`src/hw/rtl/ngfp_pkg.sv`:
```
// Shared types and constants for the NMEA GGA field parser.
// No dependencies; used by the parser top level and its checker.
`timescale 1ns / 1ps

package ngfp_pkg;

    // Stream and register widths
    localparam int BYTE_W      = 8;
    localparam int TIME_W      = 26;
    localparam int ALT_W       = 32;
    localparam int MAG_W       = 31;
    localparam int FIELD_W     = 4;
    localparam int CFG_IDX_W   = 2;
    localparam int M_TDATA_W   = 72;
    localparam int WEIGHT_W    = 22;

    // Register indexes of the configuration channel
    typedef enum logic [CFG_IDX_W-1:0] {
        REG_TIME_FIELD = 2'd0,
        REG_FIX_FIELD  = 2'd1,
        REG_ALT_FIELD  = 2'd2,
        REG_UNUSED     = 2'd3
    } cfg_reg_t;

    // Reset values of the field index registers
    localparam logic [FIELD_W-1:0] TIME_FIELD_RST = 4'd2;
    localparam logic [FIELD_W-1:0] FIX_FIELD_RST  = 4'd7;
    localparam logic [FIELD_W-1:0] ALT_FIELD_RST  = 4'd10;
    localparam logic [FIELD_W-1:0] FIELD_MAX      = 4'd15;

    // Characters of interest
    localparam logic [BYTE_W-1:0] CH_DOLLAR = 8'h24;
    localparam logic [BYTE_W-1:0] CH_STAR   = 8'h2A;
    localparam logic [BYTE_W-1:0] CH_COMMA  = 8'h2C;
    localparam logic [BYTE_W-1:0] CH_MINUS  = 8'h2D;
    localparam logic [BYTE_W-1:0] CH_DOT    = 8'h2E;
    localparam logic [BYTE_W-1:0] CH_ZERO   = 8'h30;
    localparam logic [BYTE_W-1:0] CH_UP_A   = 8'h41;
    localparam logic [BYTE_W-1:0] CH_UP_F   = 8'h46;
    localparam logic [BYTE_W-1:0] CH_LO_A   = 8'h61;
    localparam logic [BYTE_W-1:0] CH_LO_F   = 8'h66;

    // Altitude reported when there is no fix
    localparam logic [ALT_W-1:0] NO_FIX_ALT = 32'hFFFF_FC18;
    localparam logic [MAG_W-1:0] MAG_MAX    = 31'h7FFF_FFFF;

    // Weight of each timestamp digit in centiseconds (HH MM SS ss)
    function automatic logic [WEIGHT_W-1:0] time_weight(input logic [2:0] pos);
        logic [WEIGHT_W-1:0] w;
        begin
            unique case (pos)
                3'd0:    w = 22'd3600000;
                3'd1:    w = 22'd360000;
                3'd2:    w = 22'd60000;
                3'd3:    w = 22'd6000;
                3'd4:    w = 22'd1000;
                3'd5:    w = 22'd100;
                3'd6:    w = 22'd10;
                default: w = 22'd1;
            endcase
            return w;
        end
    endfunction

    // Decode a checksum character; non-hex characters wrap as (c - '0') mod 16
    function automatic logic [3:0] hex_value(input logic [BYTE_W-1:0] c);
        logic [BYTE_W-1:0] diff;
        begin
            if (c >= CH_UP_A && c <= CH_UP_F)
                diff = c - CH_UP_A + 8'd10;
            else if (c >= CH_LO_A && c <= CH_LO_F)
                diff = c - CH_LO_A + 8'd10;
            else
                diff = c - CH_ZERO;
            return diff[3:0];
        end
    endfunction

endpackage

```
`src/hw/rtl/nmea_gga_field_parser.sv`:
```
// NMEA GGA field parser: top level with the full per-byte datapath.
// Depends on ngfp_pkg.
`timescale 1ns / 1ps

// Usage
//   s_tvalid/s_tready/s_tdata carry one received ASCII byte per request.
//   m_tvalid/m_tready/m_tdata/m_tlast return one result per input byte:
//   the running XOR (or the checksum match flag once a sentence ends), the
//   last decoded timestamp in centiseconds and the last latched altitude.
//   m_tlast marks the byte that was the second checksum digit.
//   cfg_valid/cfg_ready/cfg_index/cfg_data set the comma counts of the
//   timestamp, fix and altitude fields; write them only while idle.
// Timing
//   A byte's result is registered and shows in the cycle after it is taken.
//   Throughput is one byte per cycle while no stalled result blocks the input,
//   set by the single registered pass through the field logic to the result.
// Reset
//   rst_n clears all sentence state, the stored timestamp and altitude, and
//   restores the default field indexes; no result is pending after reset.
// Stalls
//   While m_tready is low the result holds; a new byte is still taken when
//   the result register is empty or is being emptied in the same cycle.
module nmea_gga_field_parser #(
    parameter int TIME_DIGITS = 8
) (
    input  logic                            clk,
    input  logic                            rst_n,
    // Input bytes: [7:0] rx_byte
    input  logic                            s_tvalid,
    output logic                            s_tready,
    input  logic [ngfp_pkg::BYTE_W-1:0]     s_tdata,
    // Results: [7:0] check_value, [33:8] time_centisec, [65:34] altitude,
    // [71:66] zero
    output logic                            m_tvalid,
    input  logic                            m_tready,
    output logic [ngfp_pkg::M_TDATA_W-1:0]  m_tdata,
    output logic                            m_tlast,
    // Configuration writes
    input  logic                            cfg_valid,
    output logic                            cfg_ready,
    input  logic [ngfp_pkg::CFG_IDX_W-1:0]  cfg_index,
    input  logic [ngfp_pkg::FIELD_W-1:0]    cfg_data
);
    import ngfp_pkg::*;

    localparam int IDX_W = $clog2(TIME_DIGITS + 1);
    localparam logic [IDX_W-1:0] DIGIT_LIMIT = IDX_W'(TIME_DIGITS);

    typedef enum logic [1:0] {
        PH_IDLE = 2'd0,
        PH_SUM  = 2'd1,
        PH_HIGH = 2'd2,
        PH_LOW  = 2'd3
    } phase_t;

    // State registers
    phase_t               phase_reg,     phase_next;
    logic [BYTE_W-1:0]    xor_reg,       xor_next;
    logic [3:0]           chk_high_reg,  chk_high_next;
    logic [FIELD_W-1:0]   field_cnt_reg, field_cnt_next;
    logic [IDX_W-1:0]     digit_idx_reg, digit_idx_next;
    logic [TIME_W-1:0]    time_acc_reg,  time_acc_next;
    logic                 fix_valid_reg, fix_valid_next;
    logic                 alt_neg_reg,   alt_neg_next;
    logic                 alt_frac_reg,  alt_frac_next;
    logic [MAG_W-1:0]     alt_mag_reg,   alt_mag_next;
    logic [TIME_W-1:0]    time_out_reg,  time_out_next;
    logic [ALT_W-1:0]     alt_out_reg,   alt_out_next;
    logic                 done_next;

    // Field index registers
    logic [FIELD_W-1:0]   time_field_reg;
    logic [FIELD_W-1:0]   fix_field_reg;
    logic [FIELD_W-1:0]   alt_field_reg;

    // Result register
    logic                 out_valid_reg;
    logic                 out_last_reg;
    logic [BYTE_W-1:0]    out_check_reg;
    logic [TIME_W-1:0]    out_time_reg;
    logic [ALT_W-1:0]     out_alt_reg;

    logic                 in_fire;
    logic [3:0]           digit;
    logic [3:0]           rx_hex;
    logic [TIME_W-1:0]    digit_term;
    logic [MAG_W+3:0]     alt_prod;
    logic [ALT_W-1:0]     alt_signed;

    assign in_fire   = s_tvalid && s_tready;
    assign s_tready  = !out_valid_reg || m_tready;
    assign cfg_ready = 1'b1;

    assign m_tvalid = out_valid_reg;
    assign m_tlast  = out_last_reg;
    assign m_tdata  = {{(M_TDATA_W - BYTE_W - TIME_W - ALT_W){1'b0}},
                       out_alt_reg, out_time_reg, out_check_reg};

    // Decode the byte once for every consumer
    always_comb
    begin
        digit  = 4'(s_tdata - CH_ZERO);
        rx_hex = hex_value(s_tdata);
    end

    // Checksum tracking, then field handling on the post-checksum state
    always_comb
    begin
        phase_next     = phase_reg;
        xor_next       = xor_reg;
        chk_high_next  = chk_high_reg;
        field_cnt_next = field_cnt_reg;
        digit_idx_next = digit_idx_reg;
        time_acc_next  = time_acc_reg;
        fix_valid_next = fix_valid_reg;
        alt_neg_next   = alt_neg_reg;
        alt_frac_next  = alt_frac_reg;
        alt_mag_next   = alt_mag_reg;
        time_out_next  = time_out_reg;
        alt_out_next   = alt_out_reg;
        done_next      = 1'b0;
        digit_term     = '0;
        alt_prod       = '0;
        alt_signed     = '0;

        // Second checksum digit: compare, end the sentence, clear its state
        if (phase_reg == PH_LOW)
        begin
            xor_next       = ({chk_high_reg, rx_hex} == xor_reg) ? 8'd1 : 8'd0;
            done_next      = 1'b1;
            phase_next     = PH_IDLE;
            field_cnt_next = '0;
            digit_idx_next = '0;
            alt_neg_next   = 1'b0;
            alt_frac_next  = 1'b0;
            alt_mag_next   = '0;
        end
        // First checksum digit
        if (phase_reg == PH_HIGH)
        begin
            chk_high_next = rx_hex;
            phase_next    = PH_LOW;
        end
        if (s_tdata == CH_STAR)
            phase_next = PH_HIGH;
        if (phase_next == PH_SUM)
            xor_next = xor_next ^ s_tdata;
        if (s_tdata == CH_DOLLAR)
        begin
            phase_next = PH_SUM;
            xor_next   = '0;
        end

        // Field roles, first match wins
        if (s_tdata == CH_COMMA)
        begin
            if (field_cnt_next != FIELD_MAX)
                field_cnt_next = field_cnt_next + 4'd1;
        end
        else if (field_cnt_next == time_field_reg)
        begin
            // Accumulate weighted digits; the first digit restarts the sum
            if (s_tdata != CH_DOT && digit_idx_next < DIGIT_LIMIT)
            begin
                digit_term    = TIME_W'(time_weight(digit_idx_next[2:0])) * TIME_W'(digit);
                time_acc_next = (digit_idx_next == '0) ? digit_term
                                                       : time_acc_reg + digit_term;
                digit_idx_next = digit_idx_next + IDX_W'(1);
            end
            if (digit_idx_next == DIGIT_LIMIT)
                time_out_next = time_acc_next;
        end
        else if (field_cnt_next == fix_field_reg)
        begin
            fix_valid_next = (s_tdata > CH_ZERO);
        end
        else if (field_cnt_next == alt_field_reg)
        begin
            if (s_tdata == CH_MINUS)
                alt_neg_next = 1'b1;
            else if (s_tdata == CH_DOT)
                alt_frac_next = 1'b1;
            else if (!alt_frac_next)
            begin
                // magnitude * 10 + digit, saturated
                alt_prod = ({4'b0, alt_mag_next} << 3) + ({4'b0, alt_mag_next} << 1)
                           + (MAG_W+4)'(digit);
                alt_mag_next = (alt_prod > (MAG_W+4)'(MAG_MAX)) ? MAG_MAX
                                                               : alt_prod[MAG_W-1:0];
            end
        end
        else if ({1'b0, field_cnt_next} == {1'b0, alt_field_reg} + 5'd1)
        begin
            // Latch the altitude in the field after it
            alt_signed   = alt_neg_next ? (ALT_W'(0) - {1'b0, alt_mag_next})
                                        : {1'b0, alt_mag_next};
            alt_out_next = fix_valid_reg ? alt_signed : NO_FIX_ALT;
        end
    end

    // Hold state, configuration and the result register
    always_ff @(posedge clk or negedge rst_n)
    begin
        if (!rst_n)
        begin
            phase_reg      <= PH_IDLE;
            xor_reg        <= '0;
            chk_high_reg   <= '0;
            field_cnt_reg  <= '0;
            digit_idx_reg  <= '0;
            time_acc_reg   <= '0;
            fix_valid_reg  <= 1'b0;
            alt_neg_reg    <= 1'b0;
            alt_frac_reg   <= 1'b0;
            alt_mag_reg    <= '0;
            time_out_reg   <= '0;
            alt_out_reg    <= '0;
            time_field_reg <= TIME_FIELD_RST;
            fix_field_reg  <= FIX_FIELD_RST;
            alt_field_reg  <= ALT_FIELD_RST;
            out_valid_reg  <= 1'b0;
            out_last_reg   <= 1'b0;
            out_check_reg  <= '0;
            out_time_reg   <= '0;
            out_alt_reg    <= '0;
        end
        else
        begin
            // Take a configuration request
            if (cfg_valid && cfg_ready)
            begin
                unique case (cfg_reg_t'(cfg_index))
                    REG_TIME_FIELD: time_field_reg <= cfg_data;
                    REG_FIX_FIELD:  fix_field_reg  <= cfg_data;
                    REG_ALT_FIELD:  alt_field_reg  <= cfg_data;
                    default:        ;
                endcase
            end

            // Advance on an accepted byte and load its result
            if (in_fire)
            begin
                phase_reg     <= phase_next;
                xor_reg       <= xor_next;
                chk_high_reg  <= chk_high_next;
                field_cnt_reg <= field_cnt_next;
                digit_idx_reg <= digit_idx_next;
                time_acc_reg  <= time_acc_next;
                fix_valid_reg <= fix_valid_next;
                alt_neg_reg   <= alt_neg_next;
                alt_frac_reg  <= alt_frac_next;
                alt_mag_reg   <= alt_mag_next;
                time_out_reg  <= time_out_next;
                alt_out_reg   <= alt_out_next;
                out_valid_reg <= 1'b1;
                out_last_reg  <= done_next;
                out_check_reg <= xor_next;
                out_time_reg  <= time_out_next;
                out_alt_reg   <= alt_out_next;
            end
            else if (m_tready)
            begin
                out_valid_reg <= 1'b0;
            end
        end
    end

endmodule

```
`config.mk`:
```
export PLATFORM = sky130hd
export DESIGN_NAME = nmea_gga_field_parser
export DESIGN_NICKNAME = d
export VERILOG_FILES = /design/src/hw/rtl/ngfp_pkg.sv /design/src/hw/rtl/nmea_gga_field_parser.sv
export SDC_FILE = /design/constraint.sdc
export NUM_CORES = 1
export LEC_CHECK = 0
export BUFFER_PORTS_ARGS = -buffer_cell sky130_fd_sc_hd__buf_2
export CORE_ASPECT_RATIO = 2
export CORE_UTILIZATION = 60
export DETAILED_ROUTE_END_ITERATION = 16
export PLACE_DENSITY_LB_ADDON = 0.3
export SETUP_SLACK_MARGIN = 0.05
export SYNTH_ARGS = -nofsm -noshare
export SYNTH_HDL_FRONTEND = slang
export SYNTH_SLANG_ARGS = --single-unit
```
`constraint.sdc`:
```
create_clock -name clk -period 22.7 [get_ports clk]
set_clock_uncertainty 0.15 [all_clocks]
set_input_delay 3.405 -clock clk [delete_from_list [all_inputs] [get_ports clk]]
set_output_delay 3.405 -clock clk [all_outputs]
set_load 0.01 [all_outputs]
```
==> impl_metrics.yaml, run 1 <==
grt:
  grt_start_max_net_pins: 97
  gr-total-overflow: 0
  grtUsageMet1_pct: 32.03
  grt_pass1_wl_um: 65650
  grt_use_total_pct: 33.75
  grt_pass1_vias: 13450
  grt-busiest-layer: "met2"
  met3_usage_pct: 5.259
  antenna_found_initial: 0
  grt_use_met2_pct: 63.53
timing:
  slew_violations: 0
  relSlewSlack_pct: 26.32
  rsz0062_at_grt: "false"
  whs_ns: 0.3223
  fin_tns_setup_ns: 0
  setup_viol: 0
  fmax_mhz: 105.2
  fin_ws_ns: 13.19
  period_needed_ns: 9.508
  tightest_slew_ns: 1.097
  fin_crit_sh_pct: 41.89
  hold_violations: 0
floorplanning:
  core_area_mm2: 0.02372
  die_w_um: 111.7
  rows: 80
  initial_core_util_pct: 60.92
  ioPinCount: 95
  dieArea_mm2: 0.02475
  die_h_um: 221.5
critical_path:
  r2r_slack_ns: 13.34
  start_kind: "input pin"
  worstPathArrival_ns: 9.67
  rr_startpoint: "phase_reg[1]"
  crit_fanout: 19
  critPathRequiredTime_ns: 22.86
  r2r_end: "out_time_reg[23]"
  cp-end-kind: "flip-flop"
  worstRegToRegCells: 32
  timing_worst_setup_path_type: "input pin to flip-flop"
final_layout:
  antennaDiodeCount: 0
  largest_reg_flops: 32
  fin_util_pct: 65.69
  fillers: 2065
  fin_nets: 1955
  area_growth_pct: 7.827
  layout_commonest_cell: "nand2_1"
  seqCellArea_mm2: 0.003861
  drive_gt1_share_pct: 11.24
  layout_common_cells: "nand2_1, dfrtp_1, a21oi_1, ha_1, o21ai_0"
  multi_input_area_mm2: 0.009874
cts:
  cts_buffer_depth: 2
  postCtsResizedCells: 0
  cts_tree: "yes"
  cts.clk_slew.worst_paths_ns: 0.07
  clk_latency_ns: 0.46
  postCtsSetupRepairBufs: 0
  clock-sinks: 154
  numCtsBuffers: 17
  hold_buffers: 0
  root_buffer: "clkbuf_16"
  htreeDepth: 4
yosys:
  synth_seq_cells: 154
  ys_types: 78
  ys_top_cells_by_area: "dfrtp_1, ha_1, fa_1"
  netlist_area_mm2: 0.01445
  syn_avg_cell_area_um2: 8.397
  async_flop_share_pct: 100.0
  yosysSeqAreaShare_pct: 26.72
  synth_flop_cell: "dfrtp_1"
  yosysTopAreaCellShare_pct: 25.63
  yosys.area.top_type: "dfrtp_1"
  synth-edff-count: 0
  synth_warnings: 0
  synth_cells: 1721
route:
  drc: 2
  drt-total-wl_um: 40380
  wl_per_cell_um: 19.63
  dr.first_iter.drc_count: 821
  dr.pass1.iters: 14
  via_per_inst: 6.388
  vias: 13140
  ant_nets: 0
hold_path:
  holdPathStages: 1
  hold_path_end: "out_time_reg[19]"
  hp-start: "out_time_reg[19]"
  hp-class: "flip-flop to flip-flop"
placed_design:
  gp_congestion: 0.9553
  place_ws_ns: 12.83
  port-buffer-count: 87
  hpwlAfterDp_um: 30820
status:
  failed_checks: "DRC"
  status: "finished, violations left"
job:
  cap_viol_max_count: 0
synth_stat cells, types with 43 or more instances:
cell type,instances
inv_1,103
dfrtp_1,148
a21oi_1,142
xor2_1,59
a21o_1,43
o21ai_0,135
xnor2_1,61
nand2_1,188
clkbuf_1,71
ha_1,140
nor2b_1,45
nor2_1,123
metrics by stage:
stage | std cells | area [um^2]
2_1_floorplan | 1726 | 14470
3_3_place_gp | 2025 | 15020
3_5_place_dp | 2025 | 15020
4_1_cts | 2057 | 15580
5_1_grt | 2057 | 15580
6_report | 2057 | 15580
worst max path at each step:
| stage | start | depth (start not counted) | endpoint | slack [ns] |
|---|---|---|---|---|
| 2_1_floorplan | s_tdata[2] | 23 | out_time_reg[25] | 13.74 |
| 3_3_place_gp | s_tdata[3] | 25 | out_time_reg[25] | 12.90 |
| 3_5_place_dp | s_tdata[2] | 22 | out_time_reg[25] | 12.83 |
| 4_1_cts | s_tdata[2] | 22 | out_time_reg[25] | 13.30 |
| 5_1_grt | phase_reg[1] | 32 | out_time_reg[23] | 12.76 |
| 6_report | s_tdata[3] | 25 | out_time_reg[23] | 13.19 |
cell families (layout without fill, tap and decap cells):
group / after synthesis / after routing / synth area share [%]
AND/OR/NAND/NOR: 527 / 527 / 17.52
other: 2 / 7 / 0.05197
AO/OA/AOI/OAI: 502 / 502 / 22.06
buffers and inverters: 191 / 235 / 5.195
multiplexers: 44 / 44 / 3.342
XOR/XNOR: 122 / 122 / 7.584
flip-flops: 154 / 154 / 26.72
adder cells (fa/ha/maj): 179 / 179 / 17.52
worst max-delay path, cell delays in order:
cell and delay (ns):
buf_2 0.22, nand2_1 0.16, inv_1 0.13, or2_2 0.33
fa_1 0.54, inv_1 0.05, fa_1 0.53, inv_1 0.05
ha_1 0.35, o21a_1 0.21, o21ai_0 0.33, a21oi_1 0.20
a211o_1 0.33, a21oi_1 0.17, xnor2_1 0.23, ha_1 0.38
a21o_1 0.23, a21oi_1 0.22, o21ai_0 0.12, a21oi_1 0.21
o21ai_0 0.25, a31oi_1 0.26, xnor2_1 0.12, o22ai_1 0.49
o21ai_0 0.15
layer usage:
metal	wire (um)	vias to the layer above	share of wire [%]
li1	-	6155	-
met1	13370	6308	33
met2	22210	482	55
met3	1848	196	4.6
met4	2954	0	7.3
met5	0	-	0
layout make-up:
type                            count  area share, %
Sequential cell                   154          24.78
Multi-Input combinational cell   1381          63.37
Clock inverter                     14         0.8752
Timing Repair Buffer               99          3.413
Clock buffer                       18          2.754
Inverter                          104          2.505
Tap cell                          287          2.304
Power of run 1 is not shown: default switching activity piles up to over one toggle a cycle in this logic, so the estimate is an artifact.
==> run 2, diff against run 1 <==
Clock period 22.7 ns to 9 ns, I/O delays scaled along.
==> run 2 against run 1 <==
Effect of this change: the run still ends with DRC left; final cell count barely moved; via count rose by 1.4%; non-clock buffer count rose by 1; clock-buffer cell count did not move; setup slack got worse by 12 ns; sequential share of layout area fell by 0.054 points; sequential cell count did not move; register-to-register slack got worse by 13 ns; global-route usage rose by 0.78 points; critical path depth rose by 2.
==> impl_metrics.yaml, run 2 (same netlist as run 1, synthesis figures left out) <==
status:
  status: "finished, violations left"
  failed_checks: "DRC"
critical_path:
  critPathRequiredTime_ns: 9.17
  timing_worst_setup_path_type: "flip-flop to flip-flop"
  cpPeakStageDelay_ns: 0.64
  start_kind: "flip-flop"
  worstPathArrival_ns: 8.47
  crit_slowest_cell: "nor4_1"
  cp-end-kind: "flip-flop"
  crit_fanout: 14
timing:
  tightest_slew_ns: 1.137
  fmax_mhz: 120.5
  fin_crit_sh_pct: 92.23
  slew_violations: 0
  fin_ws_ns: 0.6990
  relSlewSlack_pct: 24.00
  hold_violations: 0
  fin_tns_setup_ns: 0
  rsz0062_at_grt: "false"
  whs_ns: 0.3212
  period_needed_ns: 8.301
  setup_viol: 0
route:
  vias: 13320
  wl_per_cell_um: 20.29
  drt-total-wl_um: 41760
  ant_nets: 0
  dr.first_iter.drc_count: 715
  via_per_inst: 6.473
  drc: 2
  dr.pass1.iters: 11
grt:
  gr-total-overflow: 0
  grt_pass1_wl_um: 66470
  grt_pass1_vias: 13440
  grt_start_max_net_pins: 87
  grt_use_total_pct: 34.53
  antenna_found_initial: 0
hold_path:
  hp-class: "flip-flop to flip-flop"
floorplanning:
  die_h_um: 221.5
  die_w_um: 111.7
  core_area_mm2: 0.02372
  dieArea_mm2: 0.02475
  rows: 80
  initial_core_util_pct: 60.92
  ioPinCount: 95
cts:
  cts_tree: "yes"
  clk_latency_ns: 0.46
  clock-sinks: 154
  cts_buffer_depth: 2
  htreeDepth: 4
  hold_buffers: 0
  numCtsBuffers: 17
  postCtsSetupRepairBufs: 0
  postCtsResizedCells: 0
  root_buffer: "clkbuf_16"
  cts.clk_slew.worst_paths_ns: 0.07
final_layout:
  layout_commonest_cell: "nand2_1"
  antennaDiodeCount: 0
  finalNonFillerCells: 2058
  fin_nets: 1956
  area_growth_pct: 8.060
  layout_common_cells: "nand2_1, dfrtp_1, a21oi_1, ha_1, o21ai_0"
  largest_reg_flops: 32
  drive_gt1_share_pct: 11.41
placed_design:
  gp_congestion: 1.012
  hpwlAfterDp_um: 31720
  port-buffer-count: 87
  place_inst: 2026
  place_ws_ns: 0.6918
job:
  cap_viol_max_count: 0
-- run 2: layout make-up --
class	count	area (um^2)
multi-input cells	1381	9878
fillers	2024	8107
flip-flops and latches	154	3861
repair buffers	100	539.3
clock buffers	18	439.2
inverters	104	390.4
well taps	287	359.1
clock inverters	14	148.9
-- run 2: per-stage QoR --
step / utilization (%) / cell area (um^2)
after floorplan: - / 14470
after CTS: 65.81 / 15610
after detailed placement: 63.33 / 15020
final: 65.83 / 15620
after global routing: 65.83 / 15620
after global placement: 63.33 / 15020
-- run 2: routing by layer --
metal  up-vias  wire [um]  GRT usage [%]
li1       6170          -              -
met1      6478      13620          31.96
met2       457      22790          64.36
met3       216       1947          6.820
met4         0       3408          27.46
met5         -          0              0
-- run 2: final timing paths --
check                                start  depth (start not counted)  slack [ns]          endpoint
max in group asynchronous            rst_n                          2        6.41    alt_mag_reg[7]
setup / recovery              phase_reg[1]                         27        0.70  time_acc_reg[22]
hold / removal             out_time_reg[4]                          2        0.32   out_time_reg[4]
min in group asynchronous            rst_n                          1        0.80  out_time_reg[17]
hold reg to reg            out_time_reg[4]                          2        0.32   out_time_reg[4]
setup reg to reg              phase_reg[1]                         27        0.70  time_acc_reg[22]
-- run 2: critical path, delay by kind of cell (launching register included) --
family / cells / cell delay, ns
AOI/OAI and AO/OA: 11 / 2.56
DFF: 1 / 0.42
and+or+nand+nor: 5 / 1.39
buffers and inverters: 3 / 0.42
xor gates and xnor gates: 2 / 0.64
adders and majority gates: 6 / 2.59
Power of run 2 is left out for the same reason.
